## src/rtl/cct_pkg.sv

```systemverilog
// Shared types, opcodes and lookup functions for the command translator.
// No dependencies; the front, queue, back and top use it by scoped names.
package cct_pkg;

    // Five bytes of a frame; index 0 is the first byte on the wire
    typedef logic [4:0][7:0] cct_frame_t;

    // One queued command: the first frame and what the later frames need
    typedef struct packed {
        logic [1:0]      count;         // frames to emit, 1..3
        logic            to_host;       // first frame goes back to host
        logic            expect_reply;  // first frame wants a radio reply relayed
        cct_frame_t      frame;         // first frame
        logic [3:0][7:0] resend;        // cached main frequency for the resend frame
    } cct_rec_t;

    // Queue fill status seen by front and back
    typedef struct packed {
        logic full;
        logic empty;
    } cct_q_status_t;

    localparam int unsigned QueueDepth = 2;
    localparam int unsigned QPtrW      = $clog2(QueueDepth);

    // Opcodes common to both dialects
    localparam logic [7:0] OP_RD_MAIN    = 8'h03;
    localparam logic [7:0] OP_RD_SAT_RX  = 8'h13;
    localparam logic [7:0] OP_RD_SAT_TX  = 8'h23;
    localparam logic [7:0] OP_PTT_OFF    = 8'h80;
    localparam logic [7:0] OP_MODE_MAIN  = 8'h07;
    localparam logic [7:0] OP_MODE_RX    = 8'h17;
    localparam logic [7:0] OP_MODE_TX    = 8'h27;
    localparam logic [7:0] OP_PTT_ON     = 8'h08;
    localparam logic [7:0] OP_PTT_OFF2   = 8'h88;
    localparam logic [7:0] OP_MISC_49    = 8'h49;
    localparam logic [7:0] OP_MISC_89    = 8'h89;
    localparam logic [7:0] OP_MISC_F9    = 8'hF9;
    // Dialect A and native
    localparam logic [7:0] OP_STAT_RX    = 8'hE7;
    localparam logic [7:0] OP_STAT_TX    = 8'hF7;
    localparam logic [7:0] OP_POWER_ON   = 8'h00;
    localparam logic [7:0] OP_SET_MAIN   = 8'h01;
    localparam logic [7:0] OP_A_SET_RX   = 8'h11;
    localparam logic [7:0] OP_A_SET_TX   = 8'h21;
    localparam logic [7:0] OP_A_SAT_ON   = 8'h4E;
    localparam logic [7:0] OP_SAT_OFF    = 8'h8E;
    localparam logic [7:0] OP_RPT_SHIFT  = 8'h09;
    localparam logic [7:0] OP_CTCSS_MODE = 8'h0A;
    localparam logic [7:0] OP_A_TONE     = 8'h0B;
    localparam logic [7:0] OP_N_SET_RX   = 8'h1E;
    localparam logic [7:0] OP_N_SET_TX   = 8'h2E;
    localparam logic [7:0] OP_N_SAT_ON   = 8'h0E;
    localparam logic [7:0] OP_N_MISC_4A  = 8'h4A;
    localparam logic [7:0] OP_N_MISC_8A  = 8'h8A;
    localparam logic [7:0] OP_N_TONE     = 8'hFA;

    // Fixed bytes
    localparam logic [7:0] RX_OPCODE_A   = 8'h1E;
    localparam logic [7:0] TX_OPCODE_A   = 8'h2E;
    localparam logic [7:0] SAT_OPCODE_N  = 8'h0E;
    localparam logic [7:0] TONE_OPCODE_N = 8'hFA;
    localparam logic [7:0] CTCSS_ALT     = 8'h2A;
    localparam logic [7:0] TONE_OFFSET   = 8'd26;
    localparam logic [7:0] TONE_COUNT    = 8'd38;
    localparam logic [7:0] FILL_RX_ON    = 8'h40;
    localparam logic [7:0] FILL_TX_ON    = 8'h00;
    localparam logic [7:0] FILL_RX_OFF   = 8'h47;
    localparam logic [7:0] FILL_TX_OFF   = 8'h80;
    localparam logic [7:0] FILL_RESET    = 8'h80;

    localparam cct_frame_t MAIN_RESET  = {8'h08, 8'h00, 8'h00, 8'h50, 8'h14};
    localparam cct_frame_t SAT_RX_RESET = {8'h00, 8'h00, 8'h00, 8'h50, 8'h14};
    localparam cct_frame_t SAT_TX_RESET = {8'h00, 8'h00, 8'h00, 8'h00, 8'h44};
    localparam cct_frame_t INIT_MODE   = {8'h07, 8'h00, 8'h00, 8'h00, 8'h08};

    // 23 cm band: leading BCD byte 0x24..0x30 moves up by 0xA0
    function automatic logic [7:0] shift_23cm(input logic [7:0] b);
        logic [7:0] r;
        r = b;
        if (b > 8'h23 && b < 8'h31)
        begin
            r = b + 8'hA0;
        end
        return r;
    endfunction

    // Radio reports 23 cm as 0xC_; hosts expect 0x2_
    function automatic logic [7:0] fold_23cm(input logic [7:0] b);
        logic [7:0] r;
        r = b;
        if (b[7:4] == 4'hC)
        begin
            r = {4'h2, b[3:0]};
        end
        return r;
    endfunction

    // Tone index to radio tone code
    function automatic logic [7:0] tone_code(input logic [5:0] idx);
        logic [7:0] r;
        unique case (idx)
            6'd0:  r = 8'h1E;  6'd1:  r = 8'h20;  6'd2:  r = 8'h22;  6'd3:  r = 8'h24;
            6'd4:  r = 8'h26;  6'd5:  r = 8'h28;  6'd6:  r = 8'h2A;  6'd7:  r = 8'h2C;
            6'd8:  r = 8'h2E;  6'd9:  r = 8'h30;  6'd10: r = 8'h32;  6'd11: r = 8'h34;
            6'd12: r = 8'h36;  6'd13: r = 8'h38;  6'd14: r = 8'h16;  6'd15: r = 8'h1A;
            6'd16: r = 8'h1F;  6'd17: r = 8'h21;  6'd18: r = 8'h23;  6'd19: r = 8'h25;
            6'd20: r = 8'h27;  6'd21: r = 8'h29;  6'd22: r = 8'h2B;  6'd23: r = 8'h2D;
            6'd24: r = 8'h2F;  6'd25: r = 8'h31;  6'd26: r = 8'h33;  6'd27: r = 8'h35;
            6'd28: r = 8'h37;  6'd29: r = 8'h39;  6'd30: r = 8'h18;  6'd31: r = 8'h1C;
            6'd32: r = 8'h13;  6'd33: r = 8'h15;  6'd34: r = 8'h17;  6'd35: r = 8'h19;
            6'd36: r = 8'h1B;  6'd37: r = 8'h1D;
            default: r = 8'h00;
        endcase
        return r;
    endfunction

endpackage

```

## src/rtl/cct_cmd_if.sv

```systemverilog
// Command channel: valid/ready handshake carrying one five-byte command word.
// No dependencies.
interface cct_cmd_if;
    logic       valid;
    logic       ready;
    logic [7:0] param_byte_0;
    logic [7:0] param_byte_1;
    logic [7:0] param_byte_2;
    logic [7:0] param_byte_3;
    logic [7:0] opcode;

    modport source (
        output valid, param_byte_0, param_byte_1, param_byte_2, param_byte_3, opcode,
        input  ready
    );
    modport sink (
        input  valid, param_byte_0, param_byte_1, param_byte_2, param_byte_3, opcode,
        output ready
    );
endinterface

```

## src/rtl/cct_frame_if.sv

```systemverilog
// Frame channel: valid/ready handshake carrying one emitted five-byte frame word.
// No dependencies.
interface cct_frame_if;
    logic       valid;
    logic       ready;
    logic       to_host;
    logic [7:0] frame_byte_0;
    logic [7:0] frame_byte_1;
    logic [7:0] frame_byte_2;
    logic [7:0] frame_byte_3;
    logic [7:0] frame_byte_4;
    logic       expect_reply;
    logic       last_frame;

    modport source (
        output valid, to_host, frame_byte_0, frame_byte_1, frame_byte_2,
               frame_byte_3, frame_byte_4, expect_reply, last_frame,
        input  ready
    );
    modport sink (
        input  valid, to_host, frame_byte_0, frame_byte_1, frame_byte_2,
               frame_byte_3, frame_byte_4, expect_reply, last_frame,
        output ready
    );
endinterface

```

## src/rtl/cct_front.sv

```systemverilog
// Front end: accepts commands, decodes both dialects, keeps the caches.
// Depends on cct_pkg and cct_cmd_if; pushes one record per frame-producing command.
module cct_front (
    input  logic                   clk,
    input  logic                   rst_n,
    cct_cmd_if.sink                cmd,
    input  logic                   cfg_we,
    input  logic                   cfg_wdata,
    input  cct_pkg::cct_q_status_t q_status,
    output logic                   push,
    output cct_pkg::cct_rec_t      rec
);

    logic               host_protocol_reg;
    cct_pkg::cct_frame_t main_reg, main_next;
    cct_pkg::cct_frame_t sat_rx_reg, sat_rx_next;
    cct_pkg::cct_frame_t sat_tx_reg, sat_tx_next;
    logic [7:0]         rx_fill_reg, rx_fill_next;
    logic [7:0]         tx_fill_reg, tx_fill_next;
    cct_pkg::cct_frame_t w;
    logic [5:0]         tone_idx;
    logic               tone_ok;
    logic               accept;

    assign cmd.ready = !q_status.full;
    assign accept    = cmd.valid && cmd.ready;
    assign w = {cmd.opcode, cmd.param_byte_3, cmd.param_byte_2,
                cmd.param_byte_1, cmd.param_byte_0};

    // Tone index: 0..31 direct, 32..63 folded down by 26
    assign tone_ok  = (w[0][7:6] == 2'b00);
    assign tone_idx = (w[0] > 8'd31) ? 6'(w[0] - cct_pkg::TONE_OFFSET) : w[0][5:0];

    // Decode and cache update
    always_comb
    begin
        rec              = '0;
        rec.frame        = w;
        rec.resend       = main_reg[3:0];
        main_next        = main_reg;
        sat_rx_next      = sat_rx_reg;
        sat_tx_next      = sat_tx_reg;
        rx_fill_next     = rx_fill_reg;
        tx_fill_next     = tx_fill_reg;
        unique case (cmd.opcode)
            cct_pkg::OP_RD_MAIN:
            begin
                rec.count = 2'd1; rec.to_host = 1'b1; rec.frame = main_reg;
            end
            cct_pkg::OP_RD_SAT_RX:
            begin
                rec.count = 2'd1; rec.to_host = 1'b1; rec.frame = sat_rx_reg;
            end
            cct_pkg::OP_RD_SAT_TX:
            begin
                rec.count = 2'd1; rec.to_host = 1'b1; rec.frame = sat_tx_reg;
            end
            cct_pkg::OP_MODE_MAIN:
            begin
                rec.count = 2'd1; main_next[4] = w[0];
            end
            cct_pkg::OP_MODE_RX:
            begin
                rec.count = 2'd1; sat_rx_next[4] = w[0];
            end
            cct_pkg::OP_MODE_TX:
            begin
                rec.count = 2'd1; sat_tx_next[4] = w[0];
            end
            cct_pkg::OP_PTT_ON:
            begin
                rec.count = 2'd1;
                rx_fill_next = cct_pkg::FILL_RX_ON;
                tx_fill_next = cct_pkg::FILL_TX_ON;
            end
            cct_pkg::OP_PTT_OFF2:
            begin
                rec.count = 2'd1;
                rx_fill_next = cct_pkg::FILL_RX_OFF;
                tx_fill_next = cct_pkg::FILL_TX_OFF;
            end
            cct_pkg::OP_PTT_OFF, cct_pkg::OP_MISC_49, cct_pkg::OP_MISC_89,
            cct_pkg::OP_MISC_F9:
            begin
                rec.count = 2'd1;
            end
            default:
            begin
                if (host_protocol_reg)
                begin
                    // Native dialect: pass through, fold cached 23 cm codes
                    unique case (cmd.opcode)
                        cct_pkg::OP_STAT_RX, cct_pkg::OP_STAT_TX:
                        begin
                            rec.count = 2'd1; rec.expect_reply = 1'b1;
                        end
                        cct_pkg::OP_SET_MAIN:
                        begin
                            rec.count = 2'd1;
                            main_next[3:0] = {w[3], w[2], w[1], cct_pkg::fold_23cm(w[0])};
                        end
                        cct_pkg::OP_N_SET_RX:
                        begin
                            rec.count = 2'd1;
                            sat_rx_next[3:0] = {w[3], w[2], w[1], cct_pkg::fold_23cm(w[0])};
                        end
                        cct_pkg::OP_N_SET_TX:
                        begin
                            rec.count = 2'd1;
                            sat_tx_next[3:0] = {w[3], w[2], w[1], cct_pkg::fold_23cm(w[0])};
                        end
                        cct_pkg::OP_POWER_ON, cct_pkg::OP_N_SAT_ON, cct_pkg::OP_SAT_OFF,
                        cct_pkg::OP_RPT_SHIFT, cct_pkg::OP_CTCSS_MODE, cct_pkg::OP_N_MISC_4A,
                        cct_pkg::OP_N_MISC_8A, cct_pkg::OP_N_TONE:
                        begin
                            rec.count = 2'd1;
                        end
                        default:
                        begin
                            rec.count = 2'd0;
                        end
                    endcase
                end
                else
                begin
                    // Dialect A
                    unique case (cmd.opcode)
                        cct_pkg::OP_STAT_RX:
                        begin
                            rec.count = 2'd1; rec.to_host = 1'b1;
                            rec.frame = {cct_pkg::OP_STAT_RX, {4{rx_fill_reg}}};
                        end
                        cct_pkg::OP_STAT_TX:
                        begin
                            rec.count = 2'd1; rec.to_host = 1'b1;
                            rec.frame = {cct_pkg::OP_STAT_TX, {4{tx_fill_reg}}};
                        end
                        cct_pkg::OP_POWER_ON:
                        begin
                            rec.count = 2'd3;
                        end
                        cct_pkg::OP_SET_MAIN:
                        begin
                            rec.count = 2'd1;
                            main_next[3:0] = w[3:0];
                            rec.frame[0] = cct_pkg::shift_23cm(w[0]);
                        end
                        cct_pkg::OP_A_SET_RX:
                        begin
                            rec.count = 2'd1;
                            sat_rx_next[3:0] = w[3:0];
                            rec.frame[0] = cct_pkg::shift_23cm(w[0]);
                            rec.frame[4] = cct_pkg::RX_OPCODE_A;
                        end
                        cct_pkg::OP_A_SET_TX:
                        begin
                            rec.count = 2'd1;
                            sat_tx_next[3:0] = w[3:0];
                            rec.frame[0] = cct_pkg::shift_23cm(w[0]);
                            rec.frame[4] = cct_pkg::TX_OPCODE_A;
                        end
                        cct_pkg::OP_A_SAT_ON:
                        begin
                            rec.count = 2'd1; rec.frame[4] = cct_pkg::SAT_OPCODE_N;
                        end
                        cct_pkg::OP_SAT_OFF:
                        begin
                            rec.count = 2'd2;
                        end
                        cct_pkg::OP_RPT_SHIFT:
                        begin
                            rec.count = 2'd1; rec.frame[4] = w[0];
                        end
                        cct_pkg::OP_CTCSS_MODE:
                        begin
                            // parameter equal to the opcode itself is dropped
                            if (w[0] == cct_pkg::OP_CTCSS_MODE)
                            begin
                                rec.count = 2'd0;
                            end
                            else
                            begin
                                rec.count = 2'd1;
                                rec.frame[4] = (w[0] == cct_pkg::CTCSS_ALT) ?
                                               cct_pkg::OP_CTCSS_MODE : w[0];
                            end
                        end
                        cct_pkg::OP_A_TONE:
                        begin
                            if (tone_ok)
                            begin
                                rec.count = 2'd1;
                                rec.frame[0] = cct_pkg::tone_code(tone_idx);
                                rec.frame[4] = cct_pkg::TONE_OPCODE_N;
                            end
                            else
                            begin
                                rec.count = 2'd0;
                            end
                        end
                        default:
                        begin
                            rec.count = 2'd0;
                        end
                    endcase
                end
            end
        endcase
    end

    assign push = accept && (rec.count != 2'd0);

    // Cache and configuration registers
    always_ff @(posedge clk or negedge rst_n)
    begin
        if (!rst_n)
        begin
            host_protocol_reg <= 1'b0;
            main_reg          <= cct_pkg::MAIN_RESET;
            sat_rx_reg        <= cct_pkg::SAT_RX_RESET;
            sat_tx_reg        <= cct_pkg::SAT_TX_RESET;
            rx_fill_reg       <= cct_pkg::FILL_RESET;
            tx_fill_reg       <= cct_pkg::FILL_RESET;
        end
        else
        begin
            if (cfg_we)
            begin
                host_protocol_reg <= cfg_wdata;
            end
            if (accept)
            begin
                main_reg    <= main_next;
                sat_rx_reg  <= sat_rx_next;
                sat_tx_reg  <= sat_tx_next;
                rx_fill_reg <= rx_fill_next;
                tx_fill_reg <= tx_fill_next;
            end
        end
    end

endmodule

```

## src/rtl/cct_queue.sv

```systemverilog
// Short record queue between decode and frame emission.
// Depends on cct_pkg for the record and status types.
module cct_queue (
    input  logic                   clk,
    input  logic                   rst_n,
    input  logic                   push,
    input  cct_pkg::cct_rec_t      push_rec,
    input  logic                   pop,
    output cct_pkg::cct_rec_t      head,
    output cct_pkg::cct_q_status_t status
);

    localparam int unsigned CntW = $clog2(cct_pkg::QueueDepth + 1);

    cct_pkg::cct_rec_t            entry_reg [cct_pkg::QueueDepth];
    logic [cct_pkg::QPtrW-1:0]    wr_ptr_reg;
    logic [cct_pkg::QPtrW-1:0]    rd_ptr_reg;
    logic [CntW-1:0]              count_reg;

    assign status.full  = (count_reg == CntW'(cct_pkg::QueueDepth));
    assign status.empty = (count_reg == '0);
    assign head         = entry_reg[rd_ptr_reg];

    // Storage
    always_ff @(posedge clk)
    begin
        if (push)
        begin
            entry_reg[wr_ptr_reg] <= push_rec;
        end
    end

    // Pointers and fill count
    always_ff @(posedge clk or negedge rst_n)
    begin
        if (!rst_n)
        begin
            wr_ptr_reg <= '0;
            rd_ptr_reg <= '0;
            count_reg  <= '0;
        end
        else
        begin
            if (push)
            begin
                wr_ptr_reg <= cct_pkg::QPtrW'(wr_ptr_reg + 1'b1);
            end
            if (pop)
            begin
                rd_ptr_reg <= cct_pkg::QPtrW'(rd_ptr_reg + 1'b1);
            end
            if (push && !pop)
            begin
                count_reg <= CntW'(count_reg + 1'b1);
            end
            else if (pop && !push)
            begin
                count_reg <= CntW'(count_reg - 1'b1);
            end
        end
    end

endmodule

```

## src/rtl/cct_back.sv

```systemverilog
// Back end: expands the queue head into one to three frames, one per cycle while frm is ready.
// Depends on cct_pkg and cct_frame_if.
module cct_back (
    input  logic                   clk,
    input  logic                   rst_n,
    input  cct_pkg::cct_rec_t      head,
    input  cct_pkg::cct_q_status_t q_status,
    output logic                   pop,
    cct_frame_if.source            frm
);

    logic [1:0]          idx_reg;
    logic                last;
    logic                fire;
    cct_pkg::cct_frame_t sel;
    logic                sel_host;
    logic                sel_reply;

    // Frame select: first frame, main resend, then init mode
    always_comb
    begin
        sel       = head.frame;
        sel_host  = head.to_host;
        sel_reply = head.expect_reply;
        unique case (idx_reg)
            2'd1:
            begin
                sel       = {cct_pkg::OP_SET_MAIN, head.resend};
                sel_host  = 1'b0;
                sel_reply = 1'b0;
            end
            2'd2:
            begin
                sel       = cct_pkg::INIT_MODE;
                sel_host  = 1'b0;
                sel_reply = 1'b0;
            end
            default:
            begin
                sel       = head.frame;
                sel_host  = head.to_host;
                sel_reply = head.expect_reply;
            end
        endcase
    end

    assign last = (idx_reg == 2'(head.count - 2'd1));
    assign fire = frm.valid && frm.ready;
    assign pop  = fire && last;

    assign frm.valid        = !q_status.empty;
    assign frm.to_host      = sel_host;
    assign frm.frame_byte_0 = sel[0];
    assign frm.frame_byte_1 = sel[1];
    assign frm.frame_byte_2 = sel[2];
    assign frm.frame_byte_3 = sel[3];
    assign frm.frame_byte_4 = sel[4];
    assign frm.expect_reply = sel_reply;
    assign frm.last_frame   = last;

    // Frame index within the current record
    always_ff @(posedge clk or negedge rst_n)
    begin
        if (!rst_n)
        begin
            idx_reg <= 2'd0;
        end
        else if (fire)
        begin
            idx_reg <= last ? 2'd0 : 2'(idx_reg + 2'd1);
        end
    end

endmodule

```

## src/rtl/cat_command_translator.sv

```systemverilog
// Radio control command translator, top level.
// Depends on cct_pkg, cct_cmd_if, cct_frame_if, cct_front, cct_queue, cct_back.
//
// Usage:
//   cmd  : command words in (four parameter bytes and an opcode), valid/ready.
//   frm  : frame words out, valid/ready; each carries to_host, five bytes,
//          expect_reply, and last_frame on the final frame of a command.
//   cfg_we/cfg_wdata : host_protocol, 0 = dialect A, 1 = native pass-through.
// A command is decoded in the cycle it is accepted; caches update then.
// Commands that produce frames enter a two-entry record queue; unknown
// opcodes produce nothing and leave no trace.
// A command's first frame is offered once its record reaches the queue head.
// Output: one frame per cycle while frm.ready is high, one to three frames per
// command as set by its frame count; input accepts one word per cycle while the
// queue has room.
// Reset: caches load their power-on values (145 MHz FM main, fills 0x80),
// queue empties, dialect A selected.
// Output stall: frames hold; input keeps accepting until the queue fills.
module cat_command_translator (
    input  logic        clk,
    input  logic        rst_n,
    cct_cmd_if.sink     cmd,
    cct_frame_if.source frm,
    input  logic        cfg_we,
    input  logic        cfg_wdata
);

    cct_pkg::cct_rec_t      push_rec;
    cct_pkg::cct_rec_t      head;
    cct_pkg::cct_q_status_t q_status;
    logic                   push;
    logic                   pop;

    cct_front u_front (
        .clk      (clk),
        .rst_n    (rst_n),
        .cmd      (cmd),
        .cfg_we   (cfg_we),
        .cfg_wdata(cfg_wdata),
        .q_status (q_status),
        .push     (push),
        .rec      (push_rec)
    );

    cct_queue u_queue (
        .clk     (clk),
        .rst_n   (rst_n),
        .push    (push),
        .push_rec(push_rec),
        .pop     (pop),
        .head    (head),
        .status  (q_status)
    );

    cct_back u_back (
        .clk     (clk),
        .rst_n   (rst_n),
        .head    (head),
        .q_status(q_status),
        .pop     (pop),
        .frm     (frm)
    );

endmodule
```

## src/flat_wrapper.sv

```systemverilog
// flat-port wrapper written by rule: the top's interface ports become plain ports
module cat_command_translator_flat 
  (clk, rst_n, cfg_we, cfg_wdata, cmd_valid, cmd_param_byte_0, cmd_param_byte_1, cmd_param_byte_2, cmd_param_byte_3, cmd_opcode, cmd_ready, frm_valid, frm_to_host, frm_frame_byte_0, frm_frame_byte_1, frm_frame_byte_2, frm_frame_byte_3, frm_frame_byte_4, frm_expect_reply, frm_last_frame, frm_ready);
  cct_cmd_if cmd_i ();
  cct_frame_if frm_i ();
  input  logic clk;
  input  logic rst_n;
  input  logic cfg_we;
  input  logic cfg_wdata;
  input wire logic [$bits(cmd_i.valid)-1:0] cmd_valid;
  input wire logic [$bits(cmd_i.param_byte_0)-1:0] cmd_param_byte_0;
  input wire logic [$bits(cmd_i.param_byte_1)-1:0] cmd_param_byte_1;
  input wire logic [$bits(cmd_i.param_byte_2)-1:0] cmd_param_byte_2;
  input wire logic [$bits(cmd_i.param_byte_3)-1:0] cmd_param_byte_3;
  input wire logic [$bits(cmd_i.opcode)-1:0] cmd_opcode;
  output wire logic [$bits(cmd_i.ready)-1:0] cmd_ready;
  output wire logic [$bits(frm_i.valid)-1:0] frm_valid;
  output wire logic [$bits(frm_i.to_host)-1:0] frm_to_host;
  output wire logic [$bits(frm_i.frame_byte_0)-1:0] frm_frame_byte_0;
  output wire logic [$bits(frm_i.frame_byte_1)-1:0] frm_frame_byte_1;
  output wire logic [$bits(frm_i.frame_byte_2)-1:0] frm_frame_byte_2;
  output wire logic [$bits(frm_i.frame_byte_3)-1:0] frm_frame_byte_3;
  output wire logic [$bits(frm_i.frame_byte_4)-1:0] frm_frame_byte_4;
  output wire logic [$bits(frm_i.expect_reply)-1:0] frm_expect_reply;
  output wire logic [$bits(frm_i.last_frame)-1:0] frm_last_frame;
  input wire logic [$bits(frm_i.ready)-1:0] frm_ready;
  assign cmd_i.valid = cmd_valid;
  assign cmd_i.param_byte_0 = cmd_param_byte_0;
  assign cmd_i.param_byte_1 = cmd_param_byte_1;
  assign cmd_i.param_byte_2 = cmd_param_byte_2;
  assign cmd_i.param_byte_3 = cmd_param_byte_3;
  assign cmd_i.opcode = cmd_opcode;
  assign cmd_ready = cmd_i.ready;
  assign frm_valid = frm_i.valid;
  assign frm_to_host = frm_i.to_host;
  assign frm_frame_byte_0 = frm_i.frame_byte_0;
  assign frm_frame_byte_1 = frm_i.frame_byte_1;
  assign frm_frame_byte_2 = frm_i.frame_byte_2;
  assign frm_frame_byte_3 = frm_i.frame_byte_3;
  assign frm_frame_byte_4 = frm_i.frame_byte_4;
  assign frm_expect_reply = frm_i.expect_reply;
  assign frm_last_frame = frm_i.last_frame;
  assign frm_i.ready = frm_ready;
  cat_command_translator u_core (.clk(clk), .rst_n(rst_n), .cmd(cmd_i), .frm(frm_i), .cfg_we(cfg_we), .cfg_wdata(cfg_wdata));
endmodule
```

## config.mk

```make
export PLATFORM = sky130hd
export DESIGN_NAME = cat_command_translator_flat
export DESIGN_NICKNAME = d
export VERILOG_FILES = /design/src/rtl/cct_pkg.sv /design/src/rtl/cct_cmd_if.sv /design/src/rtl/cct_frame_if.sv /design/src/rtl/cct_front.sv /design/src/rtl/cct_queue.sv /design/src/rtl/cct_back.sv /design/src/rtl/cat_command_translator.sv /design/src/flat_wrapper.sv
export SDC_FILE = /design/constraint.sdc
export NUM_CORES = 1
export LEC_CHECK = 0
export BUFFER_PORTS_ARGS = -buffer_cell sky130_fd_sc_hd__buf_4
export CAP_MARGIN = 20
export CORE_MARGIN = 1
export CORE_UTILIZATION = 40
export DETAILED_ROUTE_END_ITERATION = 6
export MAX_ROUTING_LAYER = met4
export SYNTH_ARGS = -nofsm -noshare
export SYNTH_HDL_FRONTEND = slang
export SYNTH_SLANG_ARGS = --single-unit
```

## constraint.sdc

```tcl
create_clock -name clk -period 5.4 [get_ports clk]
set_clock_uncertainty 0.2 [all_clocks]
set_input_delay 0.81 -clock clk [delete_from_list [all_inputs] [get_ports clk]]
set_output_delay 0.81 -clock clk [all_outputs]
set_load 0.01 [all_outputs]
```

# [Word-level counts from Yosys, hierarchy flattened]
# Memories as Yosys holds them, arrays and structs flattened.
# Cells that the tools add are included.
[word_totals] regBits=143 ramBits=152 romBits=384 input_bits=46 out_inout_bits=45 wordCells=149 n_memories=2
[memory_table] name="(no name shown)" words=64 word_bits=6 read_ports=1 rd_ports_with_merged_regs=0 wr=0 line_no="cct_pkg.sv:102" rtl="unique case (idx)"
[memory_table] name="u_core.u_queue.entry_reg" words=2 word_bits=76 read_ports=1 rd_ports_with_merged_regs=0 wr=1 line_no="cct_queue.sv:15" rtl="cct_pkg::cct_rec_t entry_reg [cct_pkg::QueueDepth];"
[op_classes] addsub=8 order_cmp=3 n_eq_ne=37 n_mux=42 bitwise_logic=1 reduce_logical=34
[ops] op="$mux W32" count=9
[ops] op="$pmux W40 S4" count=1
[ops] op="$pmux W40 S2" count=1
[ops] op="$eq A8 B8 Y1 const B" count=9
[ops] op="$pmux W8 S8" count=1
[ops] op="$eq A8 B4 Y1 const B" count=6
[ops] op="$mux W8" count=6
[ops] op="$pmux W24 S2" count=1
[ops] op="$eq A8 B6 Y1 const B" count=5
[ops] op="$mux W40" count=1
[ops] op="$eq A8 B5 Y1 const B" count=4
[ops] op="$pmux W8 S2" count=2
[ops] op="$pmux W8 S4" count=1
[ops] op="$eq A8 B7 Y1 const B" count=3
[ops] op="$reduce_or A13 Y1" count=1
[ops] op="$reduce_or A12 Y1" count=1
[ops] op="$mux W1" count=11
[ops] op="$mux W2" count=5
[ops] op="$pmux W2 S5" count=1
[ops] op="$reduce_bool A2 Y1" count=5
[ops] op="$reduce_or A9 Y1" count=1
[ops] op="$add A8 B8 Y8 const B" count=1
[ops] op="$eq A8 B1 Y1 const B" count=1
[ops] op="$eq A8 B2 Y1 const B" count=1
[ops] op="other kinds (26)" count=47

# [Depth between registers and ports, before layout]
[logic_depth] word_depth=11 mapped_depth=10 mapped_depth_nobuf=9

# [Hierarchy]
# A second synthesis with hierarchy kept.
[unflattened] cells_unflattened=1052 area_unflattened_um2=14129.8
[modules_own_cells] mod="cct_front" instances=1 cells_each=721 area_per_inst_um2=7713.6 seq_area_each_um2=3144.3
[modules_own_cells] mod="cct_queue" instances=1 cells_each=253 area_per_inst_um2=5806.8 seq_area_each_um2=4664.5
[modules_own_cells] mod="cct_back" instances=1 cells_each=78 area_per_inst_um2=609.3 seq_area_each_um2=50.0

# [Least setup slack after synthesis]
# No wires, ideal clock.
[synth_timing] path_kind="input to register" from="in cmd_opcode[6]" to="mem u_core.u_queue.entry_reg[0][0] in the netlist's numbering (enable)" setup_time_ps=520 arrival_ps=5542 required_ps=4680 path_slack_ps=-862 stages=7 n_path_buf=1 path_cell_list="buf_4 -> a211oi_1 -> and2_1 -> nor2_1 -> a41o_1 -> a31oi_4 -> nor2b_1"
[synth_via] elab_chain_len=9 word_cells_on_any_way=40 cone_classes="28 x eq/ne; 6 x mux; 6 x reduce/logical"
[synth_lines] item="start: declaration" line_no="flat_wrapper.sv:15" rtl="input wire logic [$bits(cmd_i.opcode)-1:0] cmd_opcode;"
[synth_lines] item="$eq A8 B1 Y1 (tied with other cells)" line_no="cct_front.sv:92, cct_front.sv:127"
[synth_lines] item="$reduce_or A7 Y1 (no line) or $reduce_or A13 Y1 (tied branches)"
[synth_lines] item="$pmux W2 S5 or $mux W1 (tied branches)" line_no="cct_front.sv:127, cct_front.sv:92"
[synth_lines] item="$mux W2" line_no="cct_front.sv:89" rtl="if (host_protocol_reg)"
[synth_lines] item="$mux W2 (*)" line_no="cct_front.sv:45" rtl="unique case (cmd.opcode)"
[synth_lines] item="$reduce_bool A2 Y1 (*)" line_no="cct_front.sv:211" rtl="assign push = accept && (rec.count != 2'd0);"
[synth_lines] item="$logic_and A1 B1 Y1 (*)" line_no="cct_front.sv:211"
[synth_lines] item="named net u_core.push" line_no="cat_command_translator.sv:31" rtl="logic push;"
[synth_lines] item="$mux W1 (*)" line_no="cct_queue.sv:27" rtl="if (push)"
[synth_lines] item="$mux W1 (implied by the code) (*)" line_no="cct_queue.sv:29" rtl="entry_reg[wr_ptr_reg] <= push_rec;"
[synth_lines] item="end: declaration" line_no="cct_queue.sv:15"
# The timed path passes the listed nets; every way through them passes the cells marked *.

# [Worst setup path after layout]
[layout_timing] from="reg u_core.u_back.idx_reg[0]" to="out frm_frame_byte_0[1]"
[layout_via] elab_chain_len=2 word_cells_on_any_way=3 cone_classes="2 x eq/ne; 1 x mux"
[layout_lines] item="start: declaration" line_no="cct_back.sv:12" rtl="logic [1:0] idx_reg;"
[layout_lines] item="start signal: assignment" line_no="cct_back.sv:70" rtl="idx_reg <= last ? 2'd0 : 2'(idx_reg + 2'd1);"
[layout_lines] item="$eq A2 B2 Y1 or $eq A2 B1 Y1 (tied branches)" line_no="cct_back.sv:25" rtl="unique case (idx_reg)"
[layout_lines] item="$pmux W40 S2 (*)" line_no="cct_back.sv:25"
[layout_lines] item="end: declaration" line_no="flat_wrapper.sv:19" rtl="output wire logic [$bits(frm_i.frame_byte_0)-1:0] frm_frame_byte_0;"
# Mark *: on every way between the ends. The rest lies on a longest branch, timed or not.

==> metrics.cfg <==
[timing]
rsz0062_at_grt=no
hold_violations=0
timing.fmax_mhz=253
slew_violations=0
setup_tns_ns=0
fin_crit_ns=3.95
setup_viol=0
period_share=0.731
max_slew_margin=0.248
tightest_slew_ns=1.13

[synth]
avgSynthCellArea_um2=12.8
ys_seq_area_frac=0.590
synth_common_cells=edfxtp_1, mux2_2, dfrtp_1
syn_area_um2=13300
synth.net_count=1099
synth_ff_type=edfxtp_1
synth_warnings=0
yosys.area.top_type=edfxtp_1
async_flop_share=0.463
synth_edf_count=152
synth_cell_type_count=83
netlist.area_leader.share=0.343
synth_seq_cells=283
yosysMostFrequentCell=edfxtp_1
synth_area_leaders=edfxtp_1, dfrtp_1, mux2_2, mux2i_1, nand2_1
syn_inst=1043

[global_route]
grt_overflow=0
use_met3=0.0324
grt_pass1_wl_um=51400
grt_use_met1=0.276
grt_busiest_layer=met2
grt_util_all_layers=0.207
use_met2=0.331
grt_pass1_vias=8596
grt_antenna_before_repair=0
grt_max_degree=95

[power_and_ir_drop]
max-vdd-ir-drop_mv=0.275
p_leak_nw=6.19
power.density_nw_per_um2=403

[cts]
cts_buffer_depth=3
clk_latency_ns=0.55
h-tree-depth=1
cts_hold_buffers=0
cts_setup_buffers=0
path_clk_slew_ns=0.06
cts_tree=done
cts_resized=0
numCtsBuffers=29
cts_sinks=283
root_buffer=clkbuf_16

[floorplan]
die_w_um=184
coreArea_um2=32600
start_util=0.408
die_area_um2=34000
num_rows=66
ioPinCount=91
die_h_um=184

[detailed_routing]
vias_per_cell=5.57
vias=8789
ant_nets=0
routed_wl_um=33200
first_pass_iters=5
wl_per_cell_um=21.1
drt_iter0_drc=701
route.detailed.drc=0

[layout]
fillers=2929
area_delta_synth_final_pct=15.0
num_antenna_cells=0
postLayoutCellArea_um2=15300
drive_gt1_frac=0.285
finalNetCount=1168
largest_reg_flops=152

[placed_design]
hpwlAfterDp_um=21100
port_buffers=90
placed_area_um2=14400
place_congestion=0.952

[hold_path]
hp-class=primary input to asynchronous set/reset pin

[critical_path]
cpMaxStageDelayCell=nand2b_1
critPathRequiredTime_ns=4.39
critPathMaxFanout=17
crit_path_end_kind=primary output
crit_chain=inv_1, ha_2, nand2b_1, buf_4, o21ai_0, buf_4
startpoint_type=register
path_buf_inv=3
max_stage_delay_ns=0.49
crit_arrival_ns=2.94
cp_top_family=buffers and inverters
critPathKind=register to primary output
crit_path_frequent_cell=buf_4

[flow_run]
drv_cap=0

[run_status]
status=finished clean

layout make-up:
type / count / area [um2] / share of cell area
flip-flops and latches: 283 / 7860 / 0.514
multi-input cells: 673 / 5110 / 0.334
repair buffers: 108 / 850 / 0.0555
clock buffers: 49 / 831 / 0.0543
well taps: 442 / 553 / 0.0361
inverters: 17 / 63.8 / 0.00417
clock inverters: 5 / 41.3 / 0.00270
worst register-to-register path, cell delays in order, from the launching register on:
cell     delay, ns
dfrtp_4       1.03
mux2i_1       0.33
xnor2_1       0.16
nand2_1       0.07
o22ai_1       0.32
nand3_1       0.19
ha_1          0.25
xor2_1        0.14
nor2_1        0.12
xor2_1        0.15
power by group:
group / leakage [nW] / total (W) / switching (W) / internal, W
Sequential: 3.14 / 0.00268 / 0.000185 / 0.00249
Combinational: 2.63 / 0.00165 / 0.000882 / 0.000770
Clock: 0.420 / 0.00184 / 0.000792 / 0.00105
Total: 6.19 / 0.00617 / 0.00186 / 0.00431
metal layers:
| metal | routed length, um | vias up |
|---|---|---|
| li1 | - | 4090 |
| met1 | 14700 | 4394 |
| met2 | 16000 | 261 |
| met3 | 1940 | 44 |
| met4 | 616 | 0 |
| met5 | 0 | - |
cell families after synthesis:
logic type,count (synthesis),synth area share
adders and majority gates,10,0.00940
DFF,283,0.590
AOI/OAI and AO/OA,221,0.118
xor gates and xnor gates,8,0.00526
muxes,188,0.154
buffers and inverters,87,0.0286
and+or+nand+nor,246,0.0951
worst paths after layout:
path                       cells after the start  slack (ns)                                 startpoint                                        end
max reg2reg                                    9        2.37      u_core.u_queue.rd_ptr_reg$_DFFE_PN0P_    u_core.u_queue.count_reg[1]$_DFFE_PN0P_
min                                            1        0.13                                      rst_n  u_core.u_front.sat_rx_reg[21]$_DFFE_PN0P_
max                                            6        1.45       u_core.u_back.idx_reg[0]$_DFFE_PN0P_                        frm_frame_byte_0[1]
max in group asynchronous                      2        3.78                                      rst_n         u_core.u_front.rec[14]$_DFFE_PN1P_
min reg2reg                                    2        0.28  u_core.u_front.sat_tx_reg[37]$_DFFE_PN0P_  u_core.u_front.sat_tx_reg[37]$_DFFE_PN0P_
min in group clk                               2        0.28  u_core.u_front.sat_tx_reg[37]$_DFFE_PN0P_  u_core.u_front.sat_tx_reg[37]$_DFFE_PN0P_
through the flow:
step                setup WS, ns  cells   util  power, W  hold slack, ns
floorplan                  0.587   1043      -   0.00363           0.246
global placement            1.57   1521  0.442   0.00440           0.263
detailed placement          1.54   1522  0.442   0.00441           0.270
global route                1.31   1577  0.469   0.00649           0.199
CTS                         1.33   1576  0.469   0.00626           0.173
finish                      1.45   1577  0.469   0.00617           0.132
cell usage in the layout (no fill, tap or decap), types with 4 or more instances in the layout:
master and n:
a31oi_1 10, nor2_1 33, nor2b_1 11, or2_2 6
mux2i_1 57, clkbuf_16 29, nand3_1 18, buf_4 103
xor2_1 4, dfrtp_1 117, dfstp_2 13, o211ai_1 5
a221oi_1 6, nand4_1 4, xnor2_1 4, and2_1 7
mux2_2 131, a221o_1 17, a21oi_1 27, o21ai_0 74
o21a_1 6, nand2b_1 4, edfxtp_1 152, inv_1 16
ha_1 9, a22oi_1 12, clkbuf_1 17, a222oi_1 19
nand2_1 114, nor3_1 8
Note: power is estimated with default switching activity, not from simulation.
